[config.mk]
export PLATFORM = sky130hd
export DESIGN_NAME = char_lcd_nibble_interface_unit_flat
export DESIGN_NICKNAME = d
export VERILOG_FILES = /design/src/lcdn_pkg.sv /design/src/lcdn_in_if.sv /design/src/lcdn_out_if.sv /design/src/lcdn_cfg_if.sv /design/src/lcdn_front.sv /design/src/lcdn_queue.sv /design/src/lcdn_back.sv /design/src/char_lcd_nibble_interface_unit.sv /design/src/flat_wrapper.sv
export SDC_FILE = /design/constraint.sdc
export NUM_CORES = 1
export LEC_CHECK = 0
export BUFFER_PORTS_ARGS = -buffer_cell sky130_fd_sc_hd__buf_2
export CAP_MARGIN = 10
export CORE_UTILIZATION = 59
export CTS_CLUSTER_DIAMETER = 120
export DETAILED_ROUTE_END_ITERATION = 10
export GPL_TIMING_DRIVEN = 0
export MAX_ROUTING_LAYER = met4
export PLACE_DENSITY_LB_ADDON = 0.3
export SLEW_MARGIN = 20
export SYNTH_ARGS = -nofsm -noshare
export SYNTH_HDL_FRONTEND = slang
export SYNTH_SLANG_ARGS = --single-unit
[constraint.sdc]
create_clock -name clk -period 15.2 [get_ports clk]
set_input_delay 2.28 -clock clk [delete_from_list [all_inputs] [get_ports clk]]
set_output_delay 2.28 -clock clk [all_outputs]
set_load 0.01 [all_outputs]
[src/lcdn_pkg.sv]
// ----------------------------------------------------------------------------
// lcdn_pkg
// shared types, constants and helpers for the 4-bit character display unit
// ----------------------------------------------------------------------------
package lcdn_pkg;

  // request codes
  localparam logic [2:0] REQ_TICK  = 3'd0;
  localparam logic [2:0] REQ_INIT  = 3'd1;
  localparam logic [2:0] REQ_CMD   = 3'd2;
  localparam logic [2:0] REQ_DATA  = 3'd3;
  localparam logic [2:0] REQ_POS   = 3'd4;
  localparam logic [2:0] REQ_CPOS  = 3'd5;
  localparam logic [2:0] REQ_GLYPH = 3'd6;

  // configuration register indexes
  localparam int unsigned CFG_IDX_W  = 8;
  localparam logic [CFG_IDX_W-1:0] CFG_LONG_WAIT = 8'd0;
  localparam logic [CFG_IDX_W-1:0] CFG_PULSE     = 8'd1;
  localparam int unsigned CFG_DATA_W = 16;

  localparam logic [15:0] LONG_WAIT_RST = 16'd30;
  localparam logic [7:0]  PULSE_RST     = 8'd1;

  // row base addresses
  localparam logic [7:0] ROW0_BASE = 8'h80;
  localparam logic [7:0] ROW1_BASE = 8'hC0;
  localparam logic [7:0] ROW2_BASE = 8'h94;
  localparam logic [7:0] ROW3_BASE = 8'hD4;

  // init and glyph bytes
  localparam logic [7:0] INIT_WAKE    = 8'h30;
  localparam logic [7:0] INIT_4BIT    = 8'h20;
  localparam logic [7:0] CMD_CLEAR    = 8'h01;
  localparam logic [7:0] CMD_ENTRY    = 8'h06;
  localparam logic [7:0] CMD_DISP_ON  = 8'h0F;
  localparam logic [1:0] CGRAM_PREFIX = 2'b01;  // 0x40 + slot*8
  localparam logic [7:0] CMD_HOME_DD  = 8'h80;

  localparam logic [3:0] INIT_BYTES  = 4'd7;
  localparam logic [3:0] INIT_NIBBLE = 4'd4;   // init units below this are single nibbles
  localparam logic [3:0] GLYPH_BYTES = 4'd10;
  localparam logic [3:0] CPOS_BYTES  = 4'd2;
  localparam logic [3:0] ONE_BYTE    = 4'd1;

  localparam int unsigned QUEUE_DEPTH = 2;

  // sequencer phases
  typedef enum logic [3:0] {
    PH_IDLE  = 4'b0001,
    PH_POWER = 4'b0010,
    PH_EHIGH = 4'b0100,
    PH_ELOW  = 4'b1000
  } phase_t;

  // classified request word passed from front to back
  typedef struct packed {
    logic [2:0]  kind;
    logic        ok;      // a request that may start a sequence
    logic [7:0]  bv;
    logic [7:0]  addr;
    logic [2:0]  slot;
    logic [63:0] rows;
  } q_entry_t;

  // one result word
  typedef struct packed {
    logic [3:0] data_nibble;
    logic       reg_select;
    logic       enable_line;
    logic       busy_res;
    logic       accepted;
  } res_t;

  function automatic logic [7:0] row_base(input logic [2:0] row);
    logic [7:0] b;
    case (row)
      3'd1:    b = ROW1_BASE;
      3'd2:    b = ROW2_BASE;
      3'd3:    b = ROW3_BASE;
      default: b = ROW0_BASE;
    endcase
    return b;
  endfunction

  function automatic logic single_nibble(input logic [2:0] kind, input logic [3:0] unit);
    return (kind == REQ_INIT) && (unit < INIT_NIBBLE);
  endfunction

  function automatic logic rs_of(input logic [2:0] kind, input logic [3:0] unit);
    logic rs;
    case (kind)
      REQ_DATA:  rs = 1'b1;
      REQ_CPOS:  rs = (unit == 4'd1);
      REQ_GLYPH: rs = (unit inside {[4'd1 : 4'd8]});
      default:   rs = 1'b0;
    endcase
    return rs;
  endfunction

  function automatic logic [7:0] byte_of(input logic [2:0] kind, input logic [3:0] unit,
                                         input logic [7:0] bv, input logic [7:0] addr,
                                         input logic [2:0] slot, input logic [63:0] rows);
    logic [7:0] b;
    logic [5:0] sel;
    sel = {3'(unit[2:0] - 3'd1), 3'b000};
    case (kind)
      REQ_INIT: begin
        case (unit)
          4'd0, 4'd1, 4'd2: b = INIT_WAKE;
          4'd3:             b = INIT_4BIT;
          4'd4:             b = CMD_CLEAR;
          4'd5:             b = CMD_ENTRY;
          default:          b = CMD_DISP_ON;
        endcase
      end
      REQ_POS:  b = addr;
      REQ_CPOS: b = (unit == 4'd0) ? addr : bv;
      REQ_GLYPH: begin
        if (unit == 4'd0) begin
          b = {CGRAM_PREFIX, slot, 3'b000};
        end else if (unit == 4'd9) begin
          b = CMD_HOME_DD;
        end else begin
          b = rows[sel +: 8];
        end
      end
      default:  b = bv;
    endcase
    return b;
  endfunction

endpackage

[src/lcdn_in_if.sv]
// ----------------------------------------------------------------------------
// lcdn_in_if
// request channel of the display unit
// ----------------------------------------------------------------------------
interface lcdn_in_if;
  logic        valid;
  logic        ready;
  logic [2:0]  req_type;
  logic [7:0]  byte_value;
  logic [2:0]  row;
  logic [7:0]  col;
  logic [3:0]  glyph_slot;
  logic [63:0] glyph_rows;

  modport source (output valid, req_type, byte_value, row, col, glyph_slot, glyph_rows,
                  input ready);
  modport sink   (input valid, req_type, byte_value, row, col, glyph_slot, glyph_rows,
                  output ready);
endinterface

[src/lcdn_out_if.sv]
// ----------------------------------------------------------------------------
// lcdn_out_if
// result channel of the display unit
// ----------------------------------------------------------------------------
interface lcdn_out_if;
  logic       valid;
  logic       ready;
  logic [3:0] data_nibble;
  logic       reg_select;
  logic       enable_line;
  logic       busy_res;
  logic       accepted;

  modport source (output valid, data_nibble, reg_select, enable_line, busy_res, accepted,
                  input ready);
  modport sink   (input valid, data_nibble, reg_select, enable_line, busy_res, accepted,
                  output ready);
endinterface

[src/lcdn_cfg_if.sv]
// ----------------------------------------------------------------------------
// lcdn_cfg_if
// configuration write channel of the display unit
// ----------------------------------------------------------------------------
interface lcdn_cfg_if;
  logic                              valid;
  logic                              ready;
  logic [lcdn_pkg::CFG_IDX_W-1:0]    index;
  logic [lcdn_pkg::CFG_DATA_W-1:0]   data;

  modport source (output valid, index, data, input ready);
  modport sink   (input valid, index, data, output ready);
endinterface

[src/lcdn_front.sv]
// ----------------------------------------------------------------------------
// lcdn_front
// classifies a request word: validity, cursor address, glyph slot
// ----------------------------------------------------------------------------
module lcdn_front (
  input  logic [2:0]         req_type,
  input  logic [7:0]         byte_value,
  input  logic [2:0]         row,
  input  logic [7:0]         col,
  input  logic [3:0]         glyph_slot,
  input  logic [63:0]        glyph_rows,
  output lcdn_pkg::q_entry_t entry
);

  logic is_req;

  always_comb begin
    is_req = (req_type inside {[lcdn_pkg::REQ_INIT : lcdn_pkg::REQ_GLYPH]});
    entry.kind = req_type;
    // out-of-range glyph slot is ignored, like a plain tick
    entry.ok   = is_req && !((req_type == lcdn_pkg::REQ_GLYPH) && glyph_slot[3]);
    entry.bv   = byte_value;
    entry.addr = 8'(lcdn_pkg::row_base(row) + col);
    entry.slot = glyph_slot[2:0];
    entry.rows = glyph_rows;
  end

endmodule

[src/lcdn_queue.sv]
// ----------------------------------------------------------------------------
// lcdn_queue
// short fifo of classified words between front and back
// ----------------------------------------------------------------------------
module lcdn_queue #(
  parameter int unsigned DEPTH = lcdn_pkg::QUEUE_DEPTH  // 2 or more
) (
  input  logic               clk,
  input  logic               rst_n,
  input  logic               push,
  input  lcdn_pkg::q_entry_t push_entry,
  output logic               full,
  input  logic               pop,
  output logic               head_valid,
  output lcdn_pkg::q_entry_t head_entry
);

  localparam int unsigned PTR_W = $clog2(DEPTH);
  localparam int unsigned CNT_W = $clog2(DEPTH + 1);

  lcdn_pkg::q_entry_t mem [DEPTH];
  logic [PTR_W-1:0] wr_ptr_r, wr_ptr_nxt;
  logic [PTR_W-1:0] rd_ptr_r, rd_ptr_nxt;
  logic [CNT_W-1:0] count_r, count_nxt;

  function automatic logic [PTR_W-1:0] bump(input logic [PTR_W-1:0] p);
    return (p == PTR_W'(DEPTH - 1)) ? '0 : PTR_W'(p + 1'b1);
  endfunction

  assign full       = (count_r == CNT_W'(DEPTH));
  assign head_valid = (count_r != '0);
  assign head_entry = mem[rd_ptr_r];

  always_comb begin
    wr_ptr_nxt = push ? bump(wr_ptr_r) : wr_ptr_r;
    rd_ptr_nxt = pop  ? bump(rd_ptr_r) : rd_ptr_r;
    count_nxt  = count_r;
    if (push && !pop) begin
      count_nxt = CNT_W'(count_r + 1'b1);
    end else if (pop && !push) begin
      count_nxt = CNT_W'(count_r - 1'b1);
    end
  end

  always_ff @(posedge clk) begin
    if (!rst_n) begin
      wr_ptr_r <= '0;
      rd_ptr_r <= '0;
      count_r  <= '0;
    end else begin
      wr_ptr_r <= wr_ptr_nxt;
      rd_ptr_r <= rd_ptr_nxt;
      count_r  <= count_nxt;
    end
  end

  always_ff @(posedge clk) begin
    if (push) begin
      mem[wr_ptr_r] <= push_entry;
    end
  end

endmodule

[src/lcdn_back.sv]
// ----------------------------------------------------------------------------
// lcdn_back
// pin sequencer: one step per word, result register, config registers
// ----------------------------------------------------------------------------
module lcdn_back (
  input  logic                              clk,
  input  logic                              rst_n,
  input  logic                              head_valid,
  input  lcdn_pkg::q_entry_t                head_entry,
  output logic                              pop,
  input  logic                              cfg_we,
  input  logic [lcdn_pkg::CFG_IDX_W-1:0]    cfg_idx,
  input  logic [lcdn_pkg::CFG_DATA_W-1:0]   cfg_wdata,
  output logic                              res_valid,
  output lcdn_pkg::res_t                    res,
  input  logic                              res_ready
);

  lcdn_pkg::phase_t phase_r, phase_nxt;
  logic        half_r, half_nxt;
  logic [3:0]  unit_r, unit_nxt;
  logic [15:0] wait_r, wait_nxt;
  logic [3:0]  count_r, count_nxt;
  logic [5:0]  pins_r, pins_nxt;          // {E, RS, D7..D4}
  logic [2:0]  kind_r, kind_nxt;
  logic [7:0]  bv_r, bv_nxt;
  logic [7:0]  addr_r, addr_nxt;
  logic [2:0]  slot_r, slot_nxt;
  logic [63:0] rows_r, rows_nxt;
  logic [15:0] long_wait_r;
  logic [7:0]  pulse_r;
  logic        out_valid_r;
  lcdn_pkg::res_t res_r, res_nxt;

  logic        acc;
  logic        do_start;
  logic [3:0]  st_unit;
  logic        st_half;
  logic [4:0]  unit_inc;
  logic [7:0]  st_byte;
  logic [15:0] dur_pulse, dur_long;

  assign pop       = head_valid && (!out_valid_r || res_ready);
  assign res_valid = out_valid_r;
  assign res       = res_r;
  assign dur_pulse = (pulse_r == 8'd0) ? 16'd1 : {8'd0, pulse_r};
  assign dur_long  = (long_wait_r == 16'd0) ? 16'd1 : long_wait_r;
  assign unit_inc  = {1'b0, unit_r} + 5'd1;

  always_comb begin
    phase_nxt = phase_r;
    half_nxt  = half_r;
    unit_nxt  = unit_r;
    wait_nxt  = wait_r;
    count_nxt = count_r;
    pins_nxt  = pins_r;
    kind_nxt  = kind_r;
    bv_nxt    = bv_r;
    addr_nxt  = addr_r;
    slot_nxt  = slot_r;
    rows_nxt  = rows_r;
    acc       = 1'b0;
    do_start  = 1'b0;
    st_unit   = 4'd0;
    st_half   = 1'b0;
    st_byte   = 8'd0;

    if (pop) begin
      if (phase_r != lcdn_pkg::PH_IDLE) begin
        if (wait_r > 16'd1) begin
          wait_nxt = wait_r - 16'd1;
        end else begin
          case (phase_r)
            lcdn_pkg::PH_POWER: begin
              do_start = 1'b1;
            end
            lcdn_pkg::PH_EHIGH: begin
              pins_nxt[5] = 1'b0;
              wait_nxt    = lcdn_pkg::single_nibble(kind_r, unit_r) ? dur_long : dur_pulse;
              phase_nxt   = lcdn_pkg::PH_ELOW;
            end
            lcdn_pkg::PH_ELOW: begin
              if (!lcdn_pkg::single_nibble(kind_r, unit_r) && !half_r) begin
                do_start = 1'b1;
                st_unit  = unit_r;
                st_half  = 1'b1;
              end else if (unit_inc >= {1'b0, count_r}) begin
                phase_nxt = lcdn_pkg::PH_IDLE;
                half_nxt  = 1'b0;
                unit_nxt  = 4'd0;
                wait_nxt  = 16'd0;
              end else begin
                do_start = 1'b1;
                st_unit  = unit_inc[3:0];
              end
            end
            default: begin
              phase_nxt = lcdn_pkg::PH_IDLE;
              half_nxt  = 1'b0;
              unit_nxt  = 4'd0;
              wait_nxt  = 16'd0;
            end
          endcase
        end
      end else if (head_entry.ok) begin
        acc      = 1'b1;
        kind_nxt = head_entry.kind;
        bv_nxt   = head_entry.bv;
        addr_nxt = head_entry.addr;
        slot_nxt = head_entry.slot;
        rows_nxt = head_entry.rows;
        case (head_entry.kind)
          lcdn_pkg::REQ_INIT:  count_nxt = lcdn_pkg::INIT_BYTES;
          lcdn_pkg::REQ_CPOS:  count_nxt = lcdn_pkg::CPOS_BYTES;
          lcdn_pkg::REQ_GLYPH: count_nxt = lcdn_pkg::GLYPH_BYTES;
          default:             count_nxt = lcdn_pkg::ONE_BYTE;
        endcase
        if (head_entry.kind == lcdn_pkg::REQ_INIT) begin
          pins_nxt  = 6'd0;
          wait_nxt  = dur_long;
          phase_nxt = lcdn_pkg::PH_POWER;
          half_nxt  = 1'b0;
          unit_nxt  = 4'd0;
        end else begin
          do_start = 1'b1;
        end
      end
    end

    // put a nibble on the bus with E high
    if (do_start) begin
      st_byte   = lcdn_pkg::byte_of(kind_nxt, st_unit, bv_nxt, addr_nxt, slot_nxt, rows_nxt);
      pins_nxt  = {1'b1, lcdn_pkg::rs_of(kind_nxt, st_unit),
                   st_half ? st_byte[3:0] : st_byte[7:4]};
      wait_nxt  = dur_pulse;
      phase_nxt = lcdn_pkg::PH_EHIGH;
      half_nxt  = st_half;
      unit_nxt  = st_unit;
    end

    res_nxt.data_nibble = pins_nxt[3:0];
    res_nxt.reg_select  = pins_nxt[4];
    res_nxt.enable_line = pins_nxt[5];
    res_nxt.busy_res    = (phase_nxt != lcdn_pkg::PH_IDLE);
    res_nxt.accepted    = acc;
  end

  always_ff @(posedge clk) begin
    if (!rst_n) begin
      phase_r     <= lcdn_pkg::PH_IDLE;
      half_r      <= 1'b0;
      unit_r      <= 4'd0;
      wait_r      <= 16'd0;
      count_r     <= 4'd0;
      pins_r      <= 6'd0;
      kind_r      <= lcdn_pkg::REQ_TICK;
      long_wait_r <= lcdn_pkg::LONG_WAIT_RST;
      pulse_r     <= lcdn_pkg::PULSE_RST;
      out_valid_r <= 1'b0;
    end else begin
      phase_r <= phase_nxt;
      half_r  <= half_nxt;
      unit_r  <= unit_nxt;
      wait_r  <= wait_nxt;
      count_r <= count_nxt;
      pins_r  <= pins_nxt;
      kind_r  <= kind_nxt;
      if (cfg_we && (cfg_idx == lcdn_pkg::CFG_LONG_WAIT)) begin
        long_wait_r <= cfg_wdata;
      end
      if (cfg_we && (cfg_idx == lcdn_pkg::CFG_PULSE)) begin
        pulse_r <= cfg_wdata[7:0];
      end
      if (pop) begin
        out_valid_r <= 1'b1;
      end else if (res_ready) begin
        out_valid_r <= 1'b0;
      end
    end
  end

  // request payload and result word, no reset needed
  always_ff @(posedge clk) begin
    bv_r   <= bv_nxt;
    addr_r <= addr_nxt;
    slot_r <= slot_nxt;
    rows_r <= rows_nxt;
    if (pop) begin
      res_r <= res_nxt;
    end
  end

endmodule

[src/char_lcd_nibble_interface_unit.sv]
// ----------------------------------------------------------------------------
// char_lcd_nibble_interface_unit
// 4-bit character display driver: init, command, data, cursor, glyph words
// ----------------------------------------------------------------------------
//
// channel  dir  handshake     contents
// in_ch    in   valid/ready   req_type, byte_value, row, col, glyph_slot, glyph_rows
// out_ch   out  valid/ready   data_nibble, reg_select, enable_line, busy_res, accepted
// cfg_ch   in   valid/ready   index, data (0 long_wait_ticks, 1 pulse_ticks)
//
// every input word is one tick of the pin sequencer and yields one result word
// sustained rate one word per cycle while out_ch does not stall; a word taken
// passes the queue, then the result register, before it is offered on out_ch
// the sequencer step in the back part sets the rate: one step per word
// in_ch.ready drops only when the queue is full; out_ch stalls back up through it
// cfg_ch.ready is always high; synchronous active-low reset restores defaults
//
module char_lcd_nibble_interface_unit #(
  parameter int unsigned QUEUE_DEPTH = lcdn_pkg::QUEUE_DEPTH  // 2 or more
) (
  input  logic       clk,
  input  logic       rst_n,
  lcdn_in_if.sink    in_ch,
  lcdn_out_if.source out_ch,
  lcdn_cfg_if.sink   cfg_ch
);

  lcdn_pkg::q_entry_t front_entry;
  lcdn_pkg::q_entry_t head_entry;
  lcdn_pkg::res_t     res;
  logic q_full;
  logic q_push;
  logic q_pop;
  logic head_valid;
  logic res_valid;

  // front: classify each word as it comes in
  lcdn_front u_front (
    .req_type   (in_ch.req_type),
    .byte_value (in_ch.byte_value),
    .row        (in_ch.row),
    .col        (in_ch.col),
    .glyph_slot (in_ch.glyph_slot),
    .glyph_rows (in_ch.glyph_rows),
    .entry      (front_entry)
  );

  assign in_ch.ready = !q_full;
  assign q_push      = in_ch.valid && !q_full;

  // queue lets the input side run while the result side stalls
  lcdn_queue #(
    .DEPTH (QUEUE_DEPTH)
  ) u_queue (
    .clk        (clk),
    .rst_n      (rst_n),
    .push       (q_push),
    .push_entry (front_entry),
    .full       (q_full),
    .pop        (q_pop),
    .head_valid (head_valid),
    .head_entry (head_entry)
  );

  assign cfg_ch.ready = 1'b1;

  // back: sequencer step and result register
  lcdn_back u_back (
    .clk        (clk),
    .rst_n      (rst_n),
    .head_valid (head_valid),
    .head_entry (head_entry),
    .pop        (q_pop),
    .cfg_we     (cfg_ch.valid),
    .cfg_idx    (cfg_ch.index),
    .cfg_wdata  (cfg_ch.data),
    .res_valid  (res_valid),
    .res        (res),
    .res_ready  (out_ch.ready)
  );

  assign out_ch.valid       = res_valid;
  assign out_ch.data_nibble = res.data_nibble;
  assign out_ch.reg_select  = res.reg_select;
  assign out_ch.enable_line = res.enable_line;
  assign out_ch.busy_res    = res.busy_res;
  assign out_ch.accepted    = res.accepted;

endmodule

[src/flat_wrapper.sv]
// flat-port wrapper written by rule: the top's interface ports become plain ports
module char_lcd_nibble_interface_unit_flat 
#(
  parameter int unsigned QUEUE_DEPTH = lcdn_pkg::QUEUE_DEPTH              
)
  (clk, rst_n, in_ch_valid, in_ch_req_type, in_ch_byte_value, in_ch_row, in_ch_col, in_ch_glyph_slot, in_ch_glyph_rows, in_ch_ready, out_ch_valid, out_ch_data_nibble, out_ch_reg_select, out_ch_enable_line, out_ch_busy_res, out_ch_accepted, out_ch_ready, cfg_ch_valid, cfg_ch_index, cfg_ch_data, cfg_ch_ready);
  lcdn_in_if in_ch_i ();
  lcdn_out_if out_ch_i ();
  lcdn_cfg_if cfg_ch_i ();
  input  logic clk;
  input  logic rst_n;
  input wire logic [$bits(in_ch_i.valid)-1:0] in_ch_valid;
  input wire logic [$bits(in_ch_i.req_type)-1:0] in_ch_req_type;
  input wire logic [$bits(in_ch_i.byte_value)-1:0] in_ch_byte_value;
  input wire logic [$bits(in_ch_i.row)-1:0] in_ch_row;
  input wire logic [$bits(in_ch_i.col)-1:0] in_ch_col;
  input wire logic [$bits(in_ch_i.glyph_slot)-1:0] in_ch_glyph_slot;
  input wire logic [$bits(in_ch_i.glyph_rows)-1:0] in_ch_glyph_rows;
  output wire logic [$bits(in_ch_i.ready)-1:0] in_ch_ready;
  output wire logic [$bits(out_ch_i.valid)-1:0] out_ch_valid;
  output wire logic [$bits(out_ch_i.data_nibble)-1:0] out_ch_data_nibble;
  output wire logic [$bits(out_ch_i.reg_select)-1:0] out_ch_reg_select;
  output wire logic [$bits(out_ch_i.enable_line)-1:0] out_ch_enable_line;
  output wire logic [$bits(out_ch_i.busy_res)-1:0] out_ch_busy_res;
  output wire logic [$bits(out_ch_i.accepted)-1:0] out_ch_accepted;
  input wire logic [$bits(out_ch_i.ready)-1:0] out_ch_ready;
  input wire logic [$bits(cfg_ch_i.valid)-1:0] cfg_ch_valid;
  input wire logic [$bits(cfg_ch_i.index)-1:0] cfg_ch_index;
  input wire logic [$bits(cfg_ch_i.data)-1:0] cfg_ch_data;
  output wire logic [$bits(cfg_ch_i.ready)-1:0] cfg_ch_ready;
  assign in_ch_i.valid = in_ch_valid;
  assign in_ch_i.req_type = in_ch_req_type;
  assign in_ch_i.byte_value = in_ch_byte_value;
  assign in_ch_i.row = in_ch_row;
  assign in_ch_i.col = in_ch_col;
  assign in_ch_i.glyph_slot = in_ch_glyph_slot;
  assign in_ch_i.glyph_rows = in_ch_glyph_rows;
  assign in_ch_ready = in_ch_i.ready;
  assign out_ch_valid = out_ch_i.valid;
  assign out_ch_data_nibble = out_ch_i.data_nibble;
  assign out_ch_reg_select = out_ch_i.reg_select;
  assign out_ch_enable_line = out_ch_i.enable_line;
  assign out_ch_busy_res = out_ch_i.busy_res;
  assign out_ch_accepted = out_ch_i.accepted;
  assign out_ch_i.ready = out_ch_ready;
  assign cfg_ch_i.valid = cfg_ch_valid;
  assign cfg_ch_i.index = cfg_ch_index;
  assign cfg_ch_i.data = cfg_ch_data;
  assign cfg_ch_ready = cfg_ch_i.ready;
  char_lcd_nibble_interface_unit #(.QUEUE_DEPTH(QUEUE_DEPTH)) u_core (.clk(clk), .rst_n(rst_n), .in_ch(in_ch_i), .out_ch(out_ch_i), .cfg_ch(cfg_ch_i));
endmodule
==> qor.yml, run 1 <==
outcome:
  violations: "design-rule violations"
  outcome: "complete, but fails checks"
logic_synthesis:
  synth_ff_type: "edfxtp_1"
  synth.avg_cell_area_sq_um: 11.6
  async_flop_share: 0
  synth-seq-cells: 333
  synth_edf_count: 182
  syn_nets: 1347
  syn_inst: 1211
  yosysUniqueCellTypes: 87
  synth-seq-area-share: 0.605
  synth_area_sq_um: 14000
  yosys_warnings: 0
drt:
  wl_um: 33300
  dr.pass1.iters: 10
  vias: 10044
  drc: 1
  drt-vias-per-instance: 5.82
  drt_iter0_markers: 891
  ant_nets: 0
  wl_per_cell_um: 19.3
placement:
  io_buffers: 128
  place_hpwl_um: 23700
  gp_congestion: 0.952
sta:
  fin_crit_sh: 0.421
  clock.fmax_ghz: 0.156
  worstMarginPinSlew_ns: 1.00
  max-slew-margin-rel: 0.322
  setup_viol: 0
  post-route-min-period_ns: 6.40
  rsz0062_at_grt: "false"
  drv_slew: 0
  totalNegativeSetupSlack_ns: 0
  hold_violations: 0
  skew_ns: 0.0195
global_routing:
  grt_pass1_vias: 9694
  grt_max_degree: 51
  grt-busiest-layer: "met2"
  gr-usage-met3: 0.0486
  grt_usage: 0.283
  antenna_found_initial: 0
  grt_util_met1: 0.355
  grtUsageMet2: 0.462
  grt_pass1_wl_um: 50900
  grt_overflow_total: 0
cts:
  post_cts_buffers: 0
  ctsResizeCount: 0
  clock_latency_ns: 0.52
  cts-root-buf: "clkbuf_16"
  ctsHoldBuffers: 0
  cts_buffer_depth: 3
  htreeDepth: 2
  clk_pin_slew_ns: 0.06
  numClockSinks: 333
  cts_tree: "built"
  cts_made_buffers: 35
critical_path:
  worst_ep_arrival_time_ns: 6.63
  critPathKind: "input pin to flop"
  cpPeakStageDelay_ns: 0.86
  end_kind: "flop"
  path_cells: "buf_2 > nand2b_1 > o21ai_0 > nor4_1 > and2_1 > buf_4 > inv_1 > ha_1 > xnor2_2 > clkbuf_1 > mux2i_1 > o2bb2ai_1 > a211oi_1 > a211oi_1 > nor2_1"
  startpoint_type: "input pin"
  cp.depth: 15
  critPathMaxFanout: 10
  crit_top_cell: "a211oi_1"
  ff2ff_path_depth: 17
  cp_slowest_cell: "nor4_1"
  cp.required_ns: 15.44
  critPathTopFamily: "simple AND/OR/NAND/NOR gates"
  cp_num_buf_inv: 4
hold_path:
  hold_path_class: "flop to flop"
  hold_depth: 2
finish:
  regArea_sq_um: 8490
  final_cell_mix: "182 x edfxtp_1, 158 x nor2_1, 151 x dfxtp_1"
  multi_input_area_sq_um: 5150
  final_common_cell: "edfxtp_1"
  nets: 1516
  areaGrowthSynthToFinish_pct: 16.0
  antenna-diode-count: 0
  fillers: 1750
  drive_gt1_frac: 0.182
die:
  die_w_um: 156
  coreArea_sq_um: 23400
  die_area_sq_um: 24400
  io_pins: 130
  die_h_um: 156
  rows: 56
  start_util: 0.599
job:
  cap_viol_max_count: 0
power:
  vdd_drop_max_mv: 0.123
  p_leak_nw: 6.20
  total_power_mw: 3.35
  p_per_area_nw_per_um2: 206
[worst min-delay path, stage by stage, from the launching register on]
cell,delay [ns]
dfxtp_1,0.31
nand2_1,0.05
a21boi_0,0.06
[cells in the mapped netlist (all sizes together) (4+ instances only)]
| library cell | n | share of area |
|---|---|---|
| a21oi | 105 | 0.038 |
| mux2i | 123 | 0.088 |
| clkbuf | 19 | 0.0051 |
| nor2b | 10 | 0.0045 |
| mux2 | 17 | 0.014 |
| a31oi | 4 | 0.0018 |
| o31ai | 4 | 0.0025 |
| a32o | 4 | 0.0029 |
| nor2 | 159 | 0.043 |
| nor4 | 10 | 0.0049 |
| dfxtp | 151 | 0.22 |
| or4 | 6 | 0.0040 |
| o21a | 5 | 0.0027 |
| o211ai | 5 | 0.0027 |
| nor3b | 4 | 0.0021 |
| nand2 | 78 | 0.021 |
| nand2b | 11 | 0.0049 |
| xor2 | 9 | 0.0056 |
| edfxtp | 182 | 0.39 |
| a221oi | 7 | 0.0044 |
| and3 | 12 | 0.0054 |
| nor3 | 19 | 0.0071 |
| and2 | 10 | 0.0045 |
| inv | 32 | 0.0086 |
| a21o | 5 | 0.0027 |
| or2 | 5 | 0.0022 |
| a211oi | 14 | 0.0084 |
| o21ai | 56 | 0.020 |
| o22ai | 8 | 0.0036 |
| xnor2 | 9 | 0.0062 |
| buf | 34 | 0.014 |
| ha | 17 | 0.015 |
| nand3 | 18 | 0.0064 |
[per-layer routing]
metal	part of all wire	routed length, um
met4	0.029	961
met1	0.42	13800
met5	0	0
met2	0.48	16100
met3	0.073	2450
[per-stage QoR]
step,hold slack (ns),setup slack (ns),area [sq um],util,cells
6_report,0.465,8.80,16300,0.695,1726
5_1_grt,0.498,8.58,16300,0.695,1726
4_1_cts,0.468,8.84,16300,0.695,1726
3_5_place_dp,0.459,8.31,15200,0.648,1662
3_3_place_gp,0.453,6.28,15100,0.644,1658
2_1_floorplan,0.439,8.67,14000,-,1211
[worst paths after layout]
kind,from,endpoint,slack [ns]
worst max-delay path,out_ch_ready,u_core.u_back.res[5],8.80
worst min-delay path,u_core.u_back.count_r[2],u_core.u_back.count_r[2],0.46
worst min register to register,u_core.u_back.count_r[2],u_core.u_back.count_r[2],0.46
worst max register to register,u_core.u_back.unit_r[0],u_core.u_back.res[5],9.38
[final cells by class]
cell class / count / share of cell area
timing repair buffer: 132 / 0.0448
inverter: 32 / 0.00739
clock buffer: 49 / 0.0621
tap: 319 / 0.0245
sequential: 333 / 0.522
multi-input combinational: 793 / 0.317
buffer: 53 / 0.0168
clock inverter: 15 / 0.00562
[flip-flops by register name, summed over array words and instances, names as in the netlist, named ones only]
name and count:
u_core.u_back.pins_r 6, u_core.u_queue.count_r 2, u_core.u_back.unit_r 4, u_core.u_back.slot_r 3
u_core.u_back.phase_r 4, u_core.u_back.kind_r 3, u_core.u_queue.mem 174, u_core.u_back.pulse_r 8
u_core.u_queue.wr_ptr_r 1, u_core.u_queue.rd_ptr_r 1, u_core.u_back.res_valid 1, u_core.u_back.wait_r 16
u_core.u_back.long_wait_r 16, u_core.u_back.half_r 1, u_core.u_back.count_r 4, u_core.u_back.addr_r 8
u_core.u_back.bv_r 8, u_core.u_back.rows_r 64, u_core.u_back.res 8
[cells by family after synthesis]
| group | share of synthesized area |
|---|---|
| adder cells (fa/ha/maj) | 0.0152 |
| AO/OA/AOI/OAI | 0.118 |
| XOR/XNOR | 0.0118 |
| buffers and inverters | 0.0280 |
| multiplexers | 0.103 |
| flip-flops | 0.605 |
| other | 0.000267 |
| AND/OR/NAND/NOR | 0.118 |
[report_power, final]
| group | switching, mW | internal (mW) |
|---|---|---|
| Clock | 0.338 | 0.467 |
| Sequential | 0.0809 | 1.20 |
| Combinational | 0.811 | 0.451 |
No activity file was read; power rests on OpenSTA's default activity.
==> run 2: changes to the inputs <==
ABC_AREA = 1   (was not set)
CORE_UTILIZATION = 54   (was 59)
clock period = 5.73 ns   (was 15.2 ns; I/O delays follow)
==> run 2 against run 1 <==
  * Highest routed layer unchanged
  * The run still ends with design-rule violations left
  * Critical path type is now flop to flop
  * First-iteration DRC count decreased by 14%
  * Worst hold slack got worse by 0.018 ns
  * Die area increased by 13%
  * Sequential share of layout area decreased by 2.2 points
  * Worst setup slack got worse by 7.6 ns
==> qor.yml, run 2 <==
outcome:
  outcome: "complete, but fails checks"
  violations: "design-rule violations"
cts:
  ctsHoldBuffers: 0  # unchanged
  ctsResizeCount: 0  # unchanged
  clock_latency_ns: 0.52  # about the same
  clk_pin_slew_ns: 0.06  # about the same
  cts-root-buf: "clkbuf_16"
  cts_tree: "built"
  cts_buffer_depth: 3  # unchanged
  cts_made_buffers: 36  # +2.9%
  post_cts_buffers: 0  # unchanged
  numClockSinks: 333  # unchanged
  htreeDepth: 2  # unchanged
drt:
  drt_iter0_markers: 770  # -14%
  vias: 11057  # +10%
  dr.pass1.iters: 8  # -2
  wl_um: 33500  # +0.46%
  wl_per_cell_um: 16.2  # -16%
  ant_nets: 0  # unchanged
  drt-vias-per-instance: 5.36  # -7.9%
  drc: 7  # +6
logic_synthesis:
  synth_area_sq_um: 14600  # +3.9%
  synth-seq-cells: 333  # unchanged
  synth.avg_cell_area_sq_um: 9.53  # -18%
  yosys-top-cells-count: "364 x nand2_1, 182 x edfxtp_1, 170 x inv_1"
  syn_nets: 1664  # +24%
  yosysTopAreaCell: "edfxtp_1"
  synth-seq-area-share: 0.583  # -0.0226
  synth_edf_count: 182  # unchanged
  synth_area_leaders: "edfxtp_1 38%, dfxtp_1 21%, nand2_1 9.4%"
  synth_ff_type: "edfxtp_1"
  syn_inst: 1528  # +26%
  yosysUniqueCellTypes: 60  # -31%
  yosysMostFrequentCell: "nand2_1"
  yosysTopAreaCellShare: 0.375  # -0.0146
  async_flop_share: 0  # unchanged
  yosys_warnings: 0  # unchanged
global_routing:
  grt_overflow_total: 0  # unchanged
  grt_max_degree: 25  # -51%
  grt_pass1_wl_um: 54300  # +6.7%
  grt_usage: 0.253  # -0.0295
  grt_pass1_vias: 10920  # +13%
  antenna_found_initial: 0  # unchanged
critical_path:
  worst_ep_arrival_time_ns: 4.82  # -1.81 ns
  critPathKind: "flop to flop"
  ff2ff_path_depth: 23  # +6
  end_kind: "flop"
  worstReg2RegStart: "u_core.u_back.unit_r[0]"
  critPathMaxFanout: 10  # unchanged
  cp-startpoint: "u_core.u_back.unit_r[0]"
  cp.required_ns: 5.99  # -9.45 ns
  startpoint_type: "flop"
finish:
  drive_gt1_frac: 0.191  # +0.00949
  antenna-diode-count: 0  # unchanged
  areaGrowthSynthToFinish_pct: 16.6
  nets: 1838  # +21%
  multi_input_area_sq_um: 5090  # -1.2%
  layout.cells.non_filler: 2064  # +20%
  fillers: 2109  # +21%
  largest_register_ffs: 174  # unchanged
  final_common_cell: "nand2_1"
  regArea_sq_um: 8490  # unchanged
  top_regs: "u_core.u_queue.mem x174, u_core.u_back.rows_r x64"
  final_cell_mix: "364 x nand2_1, 182 x edfxtp_1, 170 x inv_1"
  largest_register: "u_core.u_queue.mem"
sta:
  skew_ns: 0.0176  # -0.00192 ns
  drv_slew: 0  # unchanged
  rsz0062_at_grt: "false"
  worstMarginPinSlew_ns: 0.694  # -0.309 ns
  clock.fmax_ghz: 0.219
  setup_viol: 0  # unchanged
  max-slew-margin-rel: 0.534  # +0.212
  fin_crit_sh: 0.796
  hold_violations: 0  # unchanged
  worst_slack_ns: 1.17  # -7.63 ns
  whs_ns: 0.447  # -0.0181 ns
  post-route-min-period_ns: 4.56
die:
  coreArea_sq_um: 26300  # +12%
  io_pins: 130  # unchanged
  die_area_sq_um: 27600  # +13%
  start_util: 0.554  # -0.0449
  die_h_um: 166  # +6.5%
  rows: 59  # +5.4%
  die_w_um: 166  # +6.5%
power:
  p_per_area_nw_per_um2: 536  # +160%
  p_leak_nw: 7.22  # +17%
  vdd_drop_max_mv: 0.306  # +150%
  total_power_mw: 9.10  # +170%
hold_path:
  hold_path_class: "flop to flop"
  hold_path_startpoint: "u_core.u_back.rows_r[35]"
  hold_depth: 2  # unchanged
placement:
  gp_congestion: 0.911  # -4.3%
  place_ws_ns: 0.946  # -7.37 ns
  io_buffers: 128  # unchanged
  dp_cells: 1999  # +20%
  place_hpwl_um: 24500  # +3.4%
job:
  cap_viol_max_count: 0  # unchanged
## run 2: layer usage
| layer | track usage | wire length (um) | up-vias |
|---|---|---|---|
| met3 | 0.0343 | 1960 | 62 |
| met4 | 0.0749 | 818 | 0 |
| li1 | - | - | 5512 |
| met2 | 0.426 | 16300 | 310 |
| met1 | 0.319 | 14500 | 5173 |
| met5 | - | 0 | - |
## run 2: logic make-up after synthesis
logic type,count (synthesis),share of synthesized area
mux,52,0.0394
xor+xnor,15,0.00902
buf+inv,243,0.0689
fa+ha+maj,17,0.0146
other cells,1,0.000257
compound gates,273,0.107
flops,333,0.583
simple gates,594,0.179
## run 2: final timing paths
check                           slack [ns]                       end
worst min-delay path                  0.45  u_core.u_back.rows_r[35]
worst max register to register        1.17      u_core.u_back.res[4]
worst min register to register        0.45  u_core.u_back.rows_r[35]
worst max-delay path                  1.17      u_core.u_back.res[4]
## run 2: area by class of cell
class                   instances  area share
inverters                     183      0.0404
flip-flops and latches        333       0.500
clock inverters                18     0.00773
plain buffers                  60      0.0186
clock buffers                  47      0.0597
repair buffers                136      0.0494
well taps                     335      0.0247
multi-input cells             952       0.300
## run 2: critical path: stages, from the launching register on
cell and delay [ns]:
dfxtp_1 0.35, ha_1 0.24, xnor2_1 0.27, inv_1 0.08
ha_1 0.32, a21oi_1 0.13, nand2_1 0.07, nand2_1 0.11
a21oi_1 0.09, nor2_2 0.24, inv_1 0.07, nor2_1 0.19
ha_1 0.17, clkbuf_1 0.33, clkinv_1 0.37, clkbuf_1 0.34
a21oi_1 0.17, o21ai_0 0.10, nand2_1 0.11, nand2_1 0.05
nand3_1 0.12, nand3_1 0.10, a21boi_1 0.18, nand2_1 0.10
## run 2: metrics by stage
stage / TNS [ns] / instance area [sq um] / util
final: 0 / 17000 / 0.646
after global routing: 0 / 17000 / 0.646
after detailed placement: 0 / 15800 / 0.603
after CTS: 0 / 17000 / 0.646
after floorplan: 0 / 14600 / -
after global placement: -281.67 / 15600 / 0.595
## run 2: power by group
group	internal [mW]	switching, mW	total [mW]
registers	3.19	0.189	3.38
logic	1.21	2.29	3.50
clock network	1.30	0.916	2.21
